--- config.mk ---
export PLATFORM = sky130hd
export DESIGN_NAME = servo_angle_to_pulse_core
export DESIGN_NICKNAME = d
export VERILOG_FILES = /design/src/rtl/svap_pkg.sv /design/src/rtl/svap_div.sv /design/src/rtl/servo_angle_to_pulse_core.sv
export SDC_FILE = /design/constraint.sdc
export NUM_CORES = 2
export LEC_CHECK = 0
export ABC_CLOCK_PERIOD_IN_PS = 4900
export BUFFER_PORTS_ARGS = -buffer_cell sky130_fd_sc_hd__buf_2
export CAP_MARGIN = 20
export CORE_MARGIN = 1.5
export CORE_UTILIZATION = 56
export CTS_CLUSTER_DIAMETER = 80
export DETAILED_ROUTE_END_ITERATION = 10
export PLACE_DENSITY = 0.78
export RECOVER_POWER = 50
export SYNTH_ARGS = -nofsm -noshare
export SYNTH_HDL_FRONTEND = slang
export SYNTH_SLANG_ARGS = --single-unit
--- constraint.sdc ---
create_clock -name clk -period 4.9 [get_ports clk]
set_input_delay 0.245 -clock clk [delete_from_list [all_inputs] [get_ports clk]]
set_output_delay 0.245 -clock clk [all_outputs]
set_load 0.02 [all_outputs]
--- src/rtl/svap_pkg.sv ---
// shared constants, codes and types for the servo angle to pulse mapper
package svap_pkg;

    // number of logical servo channels held in the calibration memory
    localparam int CHANNELS = 16;
    localparam int CH_W = (CHANNELS > 1) ? $clog2(CHANNELS) : 1;
    // a set-all command reports at most sixteen channels
    localparam int MAX_REPORTS = 16;
    localparam int REPORT_COUNT = (CHANNELS < MAX_REPORTS) ? CHANNELS : MAX_REPORTS;

    localparam logic [7:0] ANGLE_LIMIT = 8'd180;

    // stream payload widths
    localparam int IN_TDATA_W = 72;
    localparam int IN_TUSER_W = 2;
    localparam int OUT_TDATA_W = 40;
    localparam int OUT_TUSER_W = 3;

    // divider sizes: angle offset times pulse span over angle span
    localparam int DIVIDEND_W = 24;
    localparam int DIVISOR_W = 8;
    localparam int QUOT_W = 16;
    localparam int DIV_CNT_W = $clog2(DIVIDEND_W);

    typedef enum logic [1:0] {
        ACT_WRITE   = 2'd0,
        ACT_SET_ONE = 2'd1,
        ACT_SET_ALL = 2'd2
    } action_t;

    typedef enum logic [1:0] {
        STATUS_OK      = 2'd0,
        STATUS_ANGLE   = 2'd1,
        STATUS_CHANNEL = 2'd2,
        STATUS_LIMITS  = 2'd3
    } status_t;

    // one calibration entry, 53 bits
    typedef struct packed {
        logic [7:0]  min_angle;
        logic [7:0]  max_angle;
        logic [15:0] min_pulse;
        logic [15:0] max_pulse;
        logic        reversed;
        logic [3:0]  out_channel;
    } cal_entry_t;

    typedef struct packed {
        logic                  start;
        logic [DIVIDEND_W-1:0] dividend;
        logic [DIVISOR_W-1:0]  divisor;
    } div_req_t;

    typedef struct packed {
        logic              busy;
        logic              done;
        logic [QUOT_W-1:0] quotient;
    } div_resp_t;

endpackage

--- src/rtl/svap_div.sv ---
// restoring serial divider, one quotient bit per cycle
module svap_div (
    input  logic                clk,
    input  logic                rst_n,
    input  svap_pkg::div_req_t  req,
    output svap_pkg::div_resp_t resp
);

    localparam int DW = svap_pkg::DIVIDEND_W;
    localparam int SW = svap_pkg::DIVISOR_W;
    localparam int CW = svap_pkg::DIV_CNT_W;

    logic          busy_reg;
    logic          done_reg;
    logic [CW-1:0] cnt_reg;
    logic [DW-1:0] dvd_reg;
    logic [DW-1:0] quo_reg;
    logic [SW-1:0] rem_reg;
    logic [SW-1:0] dsr_reg;

    logic [SW:0]   rem_shift;
    logic          fits;
    logic [SW-1:0] rem_next;

    // trial subtract of the divisor from the shifted remainder
    always_comb
    begin
        rem_shift = {rem_reg, dvd_reg[DW-1]};
        fits = (rem_shift >= {1'b0, dsr_reg});
        if (fits)
        begin
            rem_next = SW'(rem_shift - {1'b0, dsr_reg});
        end
        else
        begin
            rem_next = rem_shift[SW-1:0];
        end
    end

    // control
    always_ff @(posedge clk or negedge rst_n)
    begin
        if (!rst_n)
        begin
            busy_reg <= 1'b0;
            done_reg <= 1'b0;
            cnt_reg  <= '0;
        end
        else
        begin
            done_reg <= busy_reg && (cnt_reg == CW'(DW - 1));
            if (req.start && !busy_reg)
            begin
                busy_reg <= 1'b1;
                cnt_reg  <= '0;
            end
            else if (busy_reg)
            begin
                cnt_reg <= cnt_reg + 1'b1;
                if (cnt_reg == CW'(DW - 1))
                begin
                    busy_reg <= 1'b0;
                end
            end
        end
    end

    // datapath
    always_ff @(posedge clk)
    begin
        if (req.start && !busy_reg)
        begin
            dvd_reg <= req.dividend;
            dsr_reg <= req.divisor;
            rem_reg <= '0;
            quo_reg <= '0;
        end
        else if (busy_reg)
        begin
            dvd_reg <= {dvd_reg[DW-2:0], 1'b0};
            quo_reg <= {quo_reg[DW-2:0], fits};
            rem_reg <= rem_next;
        end
    end

    assign resp.busy     = busy_reg;
    assign resp.done     = done_reg;
    assign resp.quotient = quo_reg[svap_pkg::QUOT_W-1:0];

    // partial remainder always stays below the divisor
    a_rem_below_divisor: assert property (@(posedge clk) disable iff (!rst_n)
        busy_reg |-> (rem_reg < dsr_reg))
        else $error("divider remainder reached the divisor");

    // a start while idle always begins an iteration run
    a_start_busy: assert property (@(posedge clk) disable iff (!rst_n)
        (req.start && !busy_reg) |=> busy_reg)
        else $error("divider did not start");

    // the quotient always fits in sixteen bits, the width of the pulse span
    a_quot_fits: assert property (@(posedge clk) disable iff (!rst_n)
        done_reg |-> (quo_reg[DW-1:svap_pkg::QUOT_W] == '0))
        else $error("divider quotient overflowed sixteen bits");

endmodule

--- src/rtl/servo_angle_to_pulse_core.sv ---
// top level: calibration memory, command sequencer and pulse mapping datapath
//
// Usage
//   Input items arrive on the s_ stream. s_tuser carries the action: write one
//   calibration entry, set one channel to an angle, or set all channels. Results
//   leave on the m_ stream, m_tlast marking the final result of an input item.
//   Calibration entries live in a 16-deep synchronous memory; a valid flag per
//   entry makes an unwritten entry read as all zero.
//   A table write or a rejected command goes from acceptance straight to the
//   output stage. A mapped channel passes one memory read, one step of
//   clamping, one multiply, then the bit-serial divider. A set-all command
//   repeats that for each reported channel. Action code 3 is taken and gives
//   nothing. One item is worked on at a time; s_tready is high while the
//   sequencer is idle, also while an earlier result still waits in the output
//   register. Reset clears every calibration entry (through the valid flags)
//   and empties the output register. While m_tready is low the finished
//   result holds and the sequencer waits before loading the next one.
module servo_angle_to_pulse_core (
    input  logic                               clk,
    input  logic                               rst_n,
    input  logic                               s_tvalid,
    output logic                               s_tready,
    // channel[7:0], angle[15:8], cal_min_angle[23:16], cal_max_angle[31:24],
    // cal_min_pulse[47:32], cal_max_pulse[63:48], cal_reversed[64],
    // cal_out_channel[68:65], zero fill[71:69]
    input  logic [svap_pkg::IN_TDATA_W-1:0]   s_tdata,
    // action[1:0]
    input  logic [svap_pkg::IN_TUSER_W-1:0]   s_tuser,
    output logic                               m_tvalid,
    input  logic                               m_tready,
    // servo_index[7:0], pwm_channel[11:8], clamped_angle[19:12],
    // pulse_width[35:20], zero fill[39:36]
    output logic [svap_pkg::OUT_TDATA_W-1:0]  m_tdata,
    // status[1:0], all_ok[2]
    output logic [svap_pkg::OUT_TUSER_W-1:0]  m_tuser,
    output logic                               m_tlast
);

    localparam int CW = svap_pkg::CH_W;
    localparam logic [8:0] CHAN_LIMIT = 9'(svap_pkg::CHANNELS);
    localparam logic [CW-1:0] LAST_IDX = CW'(svap_pkg::REPORT_COUNT - 1);

    typedef enum logic [2:0] {
        ST_IDLE,
        ST_READ,
        ST_MAP,
        ST_MUL,
        ST_DIV,
        ST_EMIT
    } state_t;

    typedef struct packed {
        svap_pkg::status_t status;
        logic [7:0]        servo_index;
        logic [3:0]        pwm_channel;
        logic [7:0]        clamped_angle;
        logic [15:0]       pulse_width;
        logic              all_ok;
        logic              last;
    } result_t;

    // input fields
    logic [7:0]          in_channel;
    logic [7:0]          in_angle;
    svap_pkg::cal_entry_t in_entry;
    svap_pkg::action_t   in_action;
    logic                in_accept;
    logic                chan_ok;
    logic                angle_bad;

    assign in_channel           = s_tdata[7:0];
    assign in_angle             = s_tdata[15:8];
    assign in_entry.min_angle   = s_tdata[23:16];
    assign in_entry.max_angle   = s_tdata[31:24];
    assign in_entry.min_pulse   = s_tdata[47:32];
    assign in_entry.max_pulse   = s_tdata[63:48];
    assign in_entry.reversed    = s_tdata[64];
    assign in_entry.out_channel = s_tdata[68:65];
    assign in_action            = svap_pkg::action_t'(s_tuser);

    state_t state_reg;
    assign s_tready  = (state_reg == ST_IDLE);
    assign in_accept = s_tvalid && s_tready;
    assign chan_ok   = ({1'b0, in_channel} < CHAN_LIMIT);
    assign angle_bad = (in_angle > svap_pkg::ANGLE_LIMIT);

    // calibration memory with per-entry valid flags
    svap_pkg::cal_entry_t cal_mem [svap_pkg::CHANNELS];
    logic [svap_pkg::CHANNELS-1:0] valid_reg;
    svap_pkg::cal_entry_t rd_data_reg;
    logic                 rd_hit_reg;
    logic                 mem_we;
    logic [CW-1:0]        idx_reg;

    assign mem_we = in_accept && (in_action == svap_pkg::ACT_WRITE) && chan_ok;

    always_ff @(posedge clk)
    begin
        if (mem_we)
        begin
            cal_mem[in_channel[CW-1:0]] <= in_entry;
        end
        if (state_reg == ST_READ)
        begin
            rd_data_reg <= cal_mem[idx_reg];
            rd_hit_reg  <= valid_reg[idx_reg];
        end
    end

    always_ff @(posedge clk or negedge rst_n)
    begin
        if (!rst_n)
        begin
            valid_reg <= '0;
        end
        else if (mem_we)
        begin
            valid_reg[in_channel[CW-1:0]] <= 1'b1;
        end
    end

    // clamp, mirror and span of the entry just read
    svap_pkg::cal_entry_t ent;
    logic [7:0]  angle_reg;
    logic [7:0]  lo;
    logic [7:0]  hi;
    logic [7:0]  a_clamp;
    logic [7:0]  ang_off;
    logic [7:0]  ang_span;
    logic        limits_bad;
    logic        pulse_neg;
    logic [15:0] pulse_span;

    always_comb
    begin
        ent = rd_hit_reg ? rd_data_reg : '0;
        lo  = ent.min_angle;
        hi  = ent.max_angle;
        limits_bad = (lo > hi);
        if (angle_reg < lo)
        begin
            a_clamp = lo;
        end
        else if (angle_reg > hi)
        begin
            a_clamp = hi;
        end
        else
        begin
            a_clamp = angle_reg;
        end
        ang_off  = ent.reversed ? (hi - a_clamp) : (a_clamp - lo);
        ang_span = hi - lo;
        pulse_neg = (ent.max_pulse < ent.min_pulse);
        pulse_span = pulse_neg ? (ent.min_pulse - ent.max_pulse)
                               : (ent.max_pulse - ent.min_pulse);
    end

    // mapping datapath registers
    logic [7:0]  mul_a_reg;
    logic [15:0] mul_b_reg;
    logic [7:0]  den_reg;
    logic [15:0] min_pulse_reg;
    logic        neg_reg;

    always_ff @(posedge clk)
    begin
        if (in_accept)
        begin
            angle_reg <= in_angle;
        end
        if (state_reg == ST_MAP)
        begin
            mul_a_reg     <= ang_off;
            mul_b_reg     <= pulse_span;
            den_reg       <= ang_span;
            min_pulse_reg <= ent.min_pulse;
            neg_reg       <= pulse_neg;
        end
    end

    // divider: product registered into the divider at start
    svap_pkg::div_req_t  div_req;
    svap_pkg::div_resp_t div_resp;

    assign div_req.start    = (state_reg == ST_MUL);
    assign div_req.dividend = svap_pkg::DIVIDEND_W'(mul_a_reg)
                            * svap_pkg::DIVIDEND_W'(mul_b_reg);
    assign div_req.divisor  = den_reg;

    svap_div u_div (
        .clk   (clk),
        .rst_n (rst_n),
        .req   (div_req),
        .resp  (div_resp)
    );

    logic [15:0] pulse_mapped;
    assign pulse_mapped = neg_reg ? (min_pulse_reg - div_resp.quotient)
                                  : (min_pulse_reg + div_resp.quotient);

    // sequencer and output register
    result_t res_reg;
    result_t res_in;
    result_t m_res_reg;
    logic    m_valid_reg;
    logic    set_all_reg;
    logic    all_reg;
    logic    is_last;
    logic    out_load;

    assign is_last  = !set_all_reg || (idx_reg == LAST_IDX);
    assign out_load = (state_reg == ST_EMIT) && (!m_valid_reg || m_tready);

    // first result of an accepted item, final for writes and rejects
    always_comb
    begin
        res_in             = '0;
        res_in.servo_index = in_channel;
        res_in.last        = 1'b1;
        case (in_action)
            svap_pkg::ACT_WRITE:
            begin
                if (chan_ok)
                begin
                    res_in.status      = svap_pkg::STATUS_OK;
                    res_in.pwm_channel = in_entry.out_channel;
                    res_in.all_ok      = 1'b1;
                end
                else
                begin
                    res_in.status = svap_pkg::STATUS_CHANNEL;
                end
            end
            svap_pkg::ACT_SET_ONE:
            begin
                if (angle_bad)
                begin
                    res_in.status = svap_pkg::STATUS_ANGLE;
                end
                else if (!chan_ok)
                begin
                    res_in.status = svap_pkg::STATUS_CHANNEL;
                end
            end
            svap_pkg::ACT_SET_ALL:
            begin
                res_in.servo_index = '0;
                if (angle_bad)
                begin
                    res_in.status = svap_pkg::STATUS_ANGLE;
                end
            end
            default:
            begin
                res_in.last = 1'b1;
            end
        endcase
    end

    always_ff @(posedge clk or negedge rst_n)
    begin
        if (!rst_n)
        begin
            state_reg   <= ST_IDLE;
            idx_reg     <= '0;
            set_all_reg <= 1'b0;
            all_reg     <= 1'b0;
            res_reg     <= '0;
            m_res_reg   <= '0;
            m_valid_reg <= 1'b0;
        end
        else
        begin
            m_valid_reg <= out_load || (m_valid_reg && !m_tready);
            unique case (state_reg)
                ST_IDLE:
                begin
                    if (in_accept)
                    begin
                        res_reg <= res_in;
                        all_reg <= 1'b1;
                        case (in_action)
                            svap_pkg::ACT_WRITE:
                            begin
                                state_reg <= ST_EMIT;
                            end
                            svap_pkg::ACT_SET_ONE:
                            begin
                                set_all_reg <= 1'b0;
                                idx_reg     <= in_channel[CW-1:0];
                                if (angle_bad || !chan_ok)
                                begin
                                    state_reg <= ST_EMIT;
                                end
                                else
                                begin
                                    state_reg <= ST_READ;
                                end
                            end
                            svap_pkg::ACT_SET_ALL:
                            begin
                                idx_reg <= '0;
                                if (angle_bad)
                                begin
                                    set_all_reg <= 1'b0;
                                    state_reg   <= ST_EMIT;
                                end
                                else
                                begin
                                    set_all_reg <= 1'b1;
                                    state_reg   <= ST_READ;
                                end
                            end
                            default:
                            begin
                                state_reg <= ST_IDLE;
                            end
                        endcase
                    end
                end
                ST_READ:
                begin
                    state_reg <= ST_MAP;
                end
                ST_MAP:
                begin
                    res_reg.servo_index <= 8'(idx_reg);
                    res_reg.pwm_channel <= ent.out_channel;
                    res_reg.last        <= is_last;
                    if (limits_bad)
                    begin
                        res_reg.status        <= svap_pkg::STATUS_LIMITS;
                        res_reg.clamped_angle <= '0;
                        res_reg.pulse_width   <= '0;
                        res_reg.all_ok        <= 1'b0;
                        all_reg               <= 1'b0;
                        state_reg             <= ST_EMIT;
                    end
                    else
                    begin
                        res_reg.status        <= svap_pkg::STATUS_OK;
                        res_reg.clamped_angle <= a_clamp;
                        res_reg.all_ok        <= is_last && all_reg;
                        if (hi == lo)
                        begin
                            res_reg.pulse_width <= ent.min_pulse;
                            state_reg           <= ST_EMIT;
                        end
                        else
                        begin
                            state_reg <= ST_MUL;
                        end
                    end
                end
                ST_MUL:
                begin
                    state_reg <= ST_DIV;
                end
                ST_DIV:
                begin
                    if (div_resp.done)
                    begin
                        res_reg.pulse_width <= pulse_mapped;
                        state_reg           <= ST_EMIT;
                    end
                end
                ST_EMIT:
                begin
                    if (out_load)
                    begin
                        m_res_reg <= res_reg;
                        if (set_all_reg && !res_reg.last)
                        begin
                            idx_reg   <= idx_reg + 1'b1;
                            state_reg <= ST_READ;
                        end
                        else
                        begin
                            state_reg <= ST_IDLE;
                        end
                    end
                end
                default:
                begin
                    state_reg <= ST_IDLE;
                end
            endcase
        end
    end

    // output packing
    assign m_tvalid = m_valid_reg;
    assign m_tlast  = m_res_reg.last;
    assign m_tdata  = {4'b0000, m_res_reg.pulse_width, m_res_reg.clamped_angle,
                       m_res_reg.pwm_channel, m_res_reg.servo_index};
    assign m_tuser  = {m_res_reg.all_ok, m_res_reg.status};

    // a failed result carries no angle and no pulse
    a_fail_zero: assert property (@(posedge clk) disable iff (!rst_n)
        (m_tvalid && (m_tuser[1:0] != svap_pkg::STATUS_OK))
        |-> ((m_tdata[35:20] == '0) && (m_tdata[19:12] == '0)))
        else $error("failed result carries a pulse or angle");

    // all_ok is only ever reported on the final result of an item
    a_all_ok_last: assert property (@(posedge clk) disable iff (!rst_n)
        (m_tvalid && !m_tlast) |-> !m_tuser[2])
        else $error("all_ok set on a result that is not the last");

    // the divider is free and the angle span nonzero whenever a new product is handed over
    a_div_free: assert property (@(posedge clk) disable iff (!rst_n)
        (state_reg == ST_MUL) |-> (!div_resp.busy && (den_reg != '0)))
        else $error("divider started while busy or with zero span");

endmodule
==> key figures <==
Setup path
  – WS Path Type: reg2reg
  – Worst setup SP type: flop
  – Setup crit end kind: flop
  – Crit-path max FO: 8
  – Worst Path Required: 5440 ps
  – Worst EP arrival: 5410 ps

Route
  – Met3 Wirelength: 10.2 mm
  – DR iter-0 viols: between 3000 and 4000
  – Remaining DRCs: 0
  – Met2 WL: 60.9 mm
  – M1 WL: 45.8 mm
  – Wirelength per Cell: 26.7 microns
  – DR vias/cell: 6.18
  – Top Layer Used: met5
  – DRT Pass-1 Iters: 8
  – Final WL: between 100 and 150 mm
  – Via count: 27973
  – Routed Antenna Nets: 0

Logic synthesis
  – Mapped Area: around 0.050 sq mm
  – Top FF cell, synth: edfxtp_1
  – Leading area contributor after synthesis: edfxtp_1
  – Synth top cells by count: 991 x edfxtp_1, 270 x mux4_2, 209 x nand2_1, 191 x inv_1, 142 x ha_1
  – Yosys top cell area share: 59.0%
  – Avg Cell Area, Syn: 16.8 sq um
  – Yosys reg bits: 1128
  – Unique cell type count in the Yosys netlist: 81
  – Async S/R FF share, synth: 10.0%
  – Post-synth EDFFs: 991
  – Sequential fraction of the synthesis area: 65.6%
  – Synth top area cells: edfxtp_1 59%, mux4_2 12%, dfrtp_1 5.6%
  – Mapped Cells: 3000
  – Yosys warns: 0
  – Top-count cell post-synth: edfxtp_1

Global route
  – Vias in the first global route: 28814
  – Global route total overflow: 0
  – Largest net degree at the start of global routing: 69
  – Total track usage: 26.8%
  – Initial antenna violation count: 10
  – First-pass GRT wire length: between 150 and 200 mm

Finish
  – Final instance area: 0.0571 sq mm
  – Layout cell share with drive strength beyond 1: 19.2%
  – Cell Count, Final, Fillers Out: 4528
  – Final core utilization: approximately 64%
  – Area Growth Syn to Fin: 13.2%
  – Nets: 3582
  – Largest register FFs: 848
  – Filler cells: 5807

Outcome
  – Outcome: finished, violations left
  – Failing checks: capacitance limit, slew limit

Timing
  – Tcrit/Tclk final: 99.5%
  – Pin slew with the least headroom to its limit: roughly 3900 ps
  – Hold Fails Final Rpt: 0
  – Worst hold slack: 83.9 ps
  – Fin crit period: 4880 ps
  – Normalized max-slew margin: -158%
  – Fmax: 205 MHz
  – Final Skew: approximately 56 ps
  – Final worst setup slack: 24.9 ps
  – Final Max Tran Viols: between 200 and 250
  – Setup TNS: 0 ps
  – Count of final setup violators: 0
  – RSZ-0062 raised after global routing: true

Place
  – DP HPWL: 70.8 mm
  – PortBufs: 116
  – Area after DPL: 0.0529 sq mm
  – Routability Congestion: 0.881
  – Dpl ws: -248 ps
  – Dpl cells: 4243

CTS
  – Clock Path Buffers: 3
  – CTS tree: built
  – Clock sinks: 1128
  – Worst-skew pair later-pin latency: between 700 and 800 ps
  – Clk root buf: clkbuf_16
  – Clock slew at reported path FFs: 60 ps
  – CTS buffer count: 107
  – CTS H-Tree Depth: 3

Floorplanning
  – Row cnt: 109
  – Die width: 303 microns
  – I/O pin count: 124
  – Overall die area: 0.0919 sq mm
  – Die Span Y: 303 microns
  – Core ar.: 0.0888 sq mm
  – Initial Utilization: 56.8%

Power and ir drop
  – Power Dens Cells: about 340 mW/mm^2
  – Leakage: 20.4 nW
  – Worst VDD drop: around 0.3 mV
  – Power Total: 19.1 mW

Run
  – Max-cap viol count: 4

Worst hold path
  – Worst min-delay path class: in2reg
## report_power, final
group | internal (mW) | switching [mW]
combinational | 0.276 | 0.317
clock | 4.44 | 3.64
sequential | 10.4 | 0.0252
## timing repair
| item | in CTS | in global routing |
|---|---|---|
| pin swaps | 1 | 5 |
| hold endpoints to repair | 931 | 0 |
| resized for setup | 5 | 17 |
| hold buffers | 70 | 0 |
| setup endpoints to repair | 6 | 11 |
| cloned | 0 | 0 |
| setup buffers | 9 | 5 |
## placed cells by master (no fill, tap or decap), drive strengths merged, types with 11 or more instances in the layout
master / n
a21o: 38
a21oi: 93
a22oi: 12
a31oi: 11
and2: 112
buf: 103
clkbuf: 251
clkinv: 46
dfrtp: 113
dfxtp: 24
dlygate4sd3: 70
edfxtp: 991
fa: 91
ha: 142
inv: 195
mux2: 46
mux2i: 17
mux4: 270
nand2: 209
nand2b: 23
nand3: 23
nand3b: 11
nor2: 76
nor2b: 14
nor3: 15
o21ai: 129
o21bai: 11
or2: 20
xnor2: 51
xor2: 26
## path summary, 6_finish.rpt
path	start	end	slack, ps	cells past startpoint
min in group asynchronous	rst_n	m_tlast	1350	2
max	mul_b_reg[5]	u_div.dvd_reg[22]	20	16
max reg2reg	mul_b_reg[5]	u_div.dvd_reg[22]	20	16
min reg2reg	den_reg[1]	u_div.dsr_reg[1]	410	0
max in group asynchronous	rst_n	idx_reg[1]	790	3
min	s_tvalid	state_reg[0]	80	4
## final cells by class
class	count	area (sq um)	area share (%)
Sequential cell	1128	33100	57.9
Multi-Input combinational cell	1558	16300	28.5
Clock buffer	141	2920	5.12
Timing Repair Buffer	283	2110	3.70
Tap cell	1165	1460	2.55
Inverter	193	724	1.27
Clock inverter	55	505	0.886
Antenna cell	5	12.5	0.0219
## metal layers
layer,vias up,global-route usage [%]
met3,261,4.33
met2,1412,45.3
met1,14291,35.8
met5,-,0
met4,10,8.99
li1,11999,-
## worst max-delay path, cell delays in order, from the launching register on
cell,delay [ps]
edfxtp_1,520
and2_1,240
fa_1,560
fa_1,430
fa_1,490
inv_1,50
fa_1,470
inv_1,40
ha_1,300
nand3_1,130
nor2_1,70
a211o_1,330
a211o_1,290
a21oi_2,160
o21ai_1,100
or4b_1,460
nand3_1,90
## cells by family after synthesis
group                      Yosys count  share of synthesized area (%)
AOI/OAI and AO/OA                  373                           4.63
muxes                              333                           13.4
buffers and inverters              317                           2.63
other                                1                        0.00744
adders and majority gates          233                           7.14
DFF                               1128                           65.6
and+or+nand+nor                    538                           5.27
xor gates and xnor gates            77                           1.34
(Power assumes the default switching activity.)
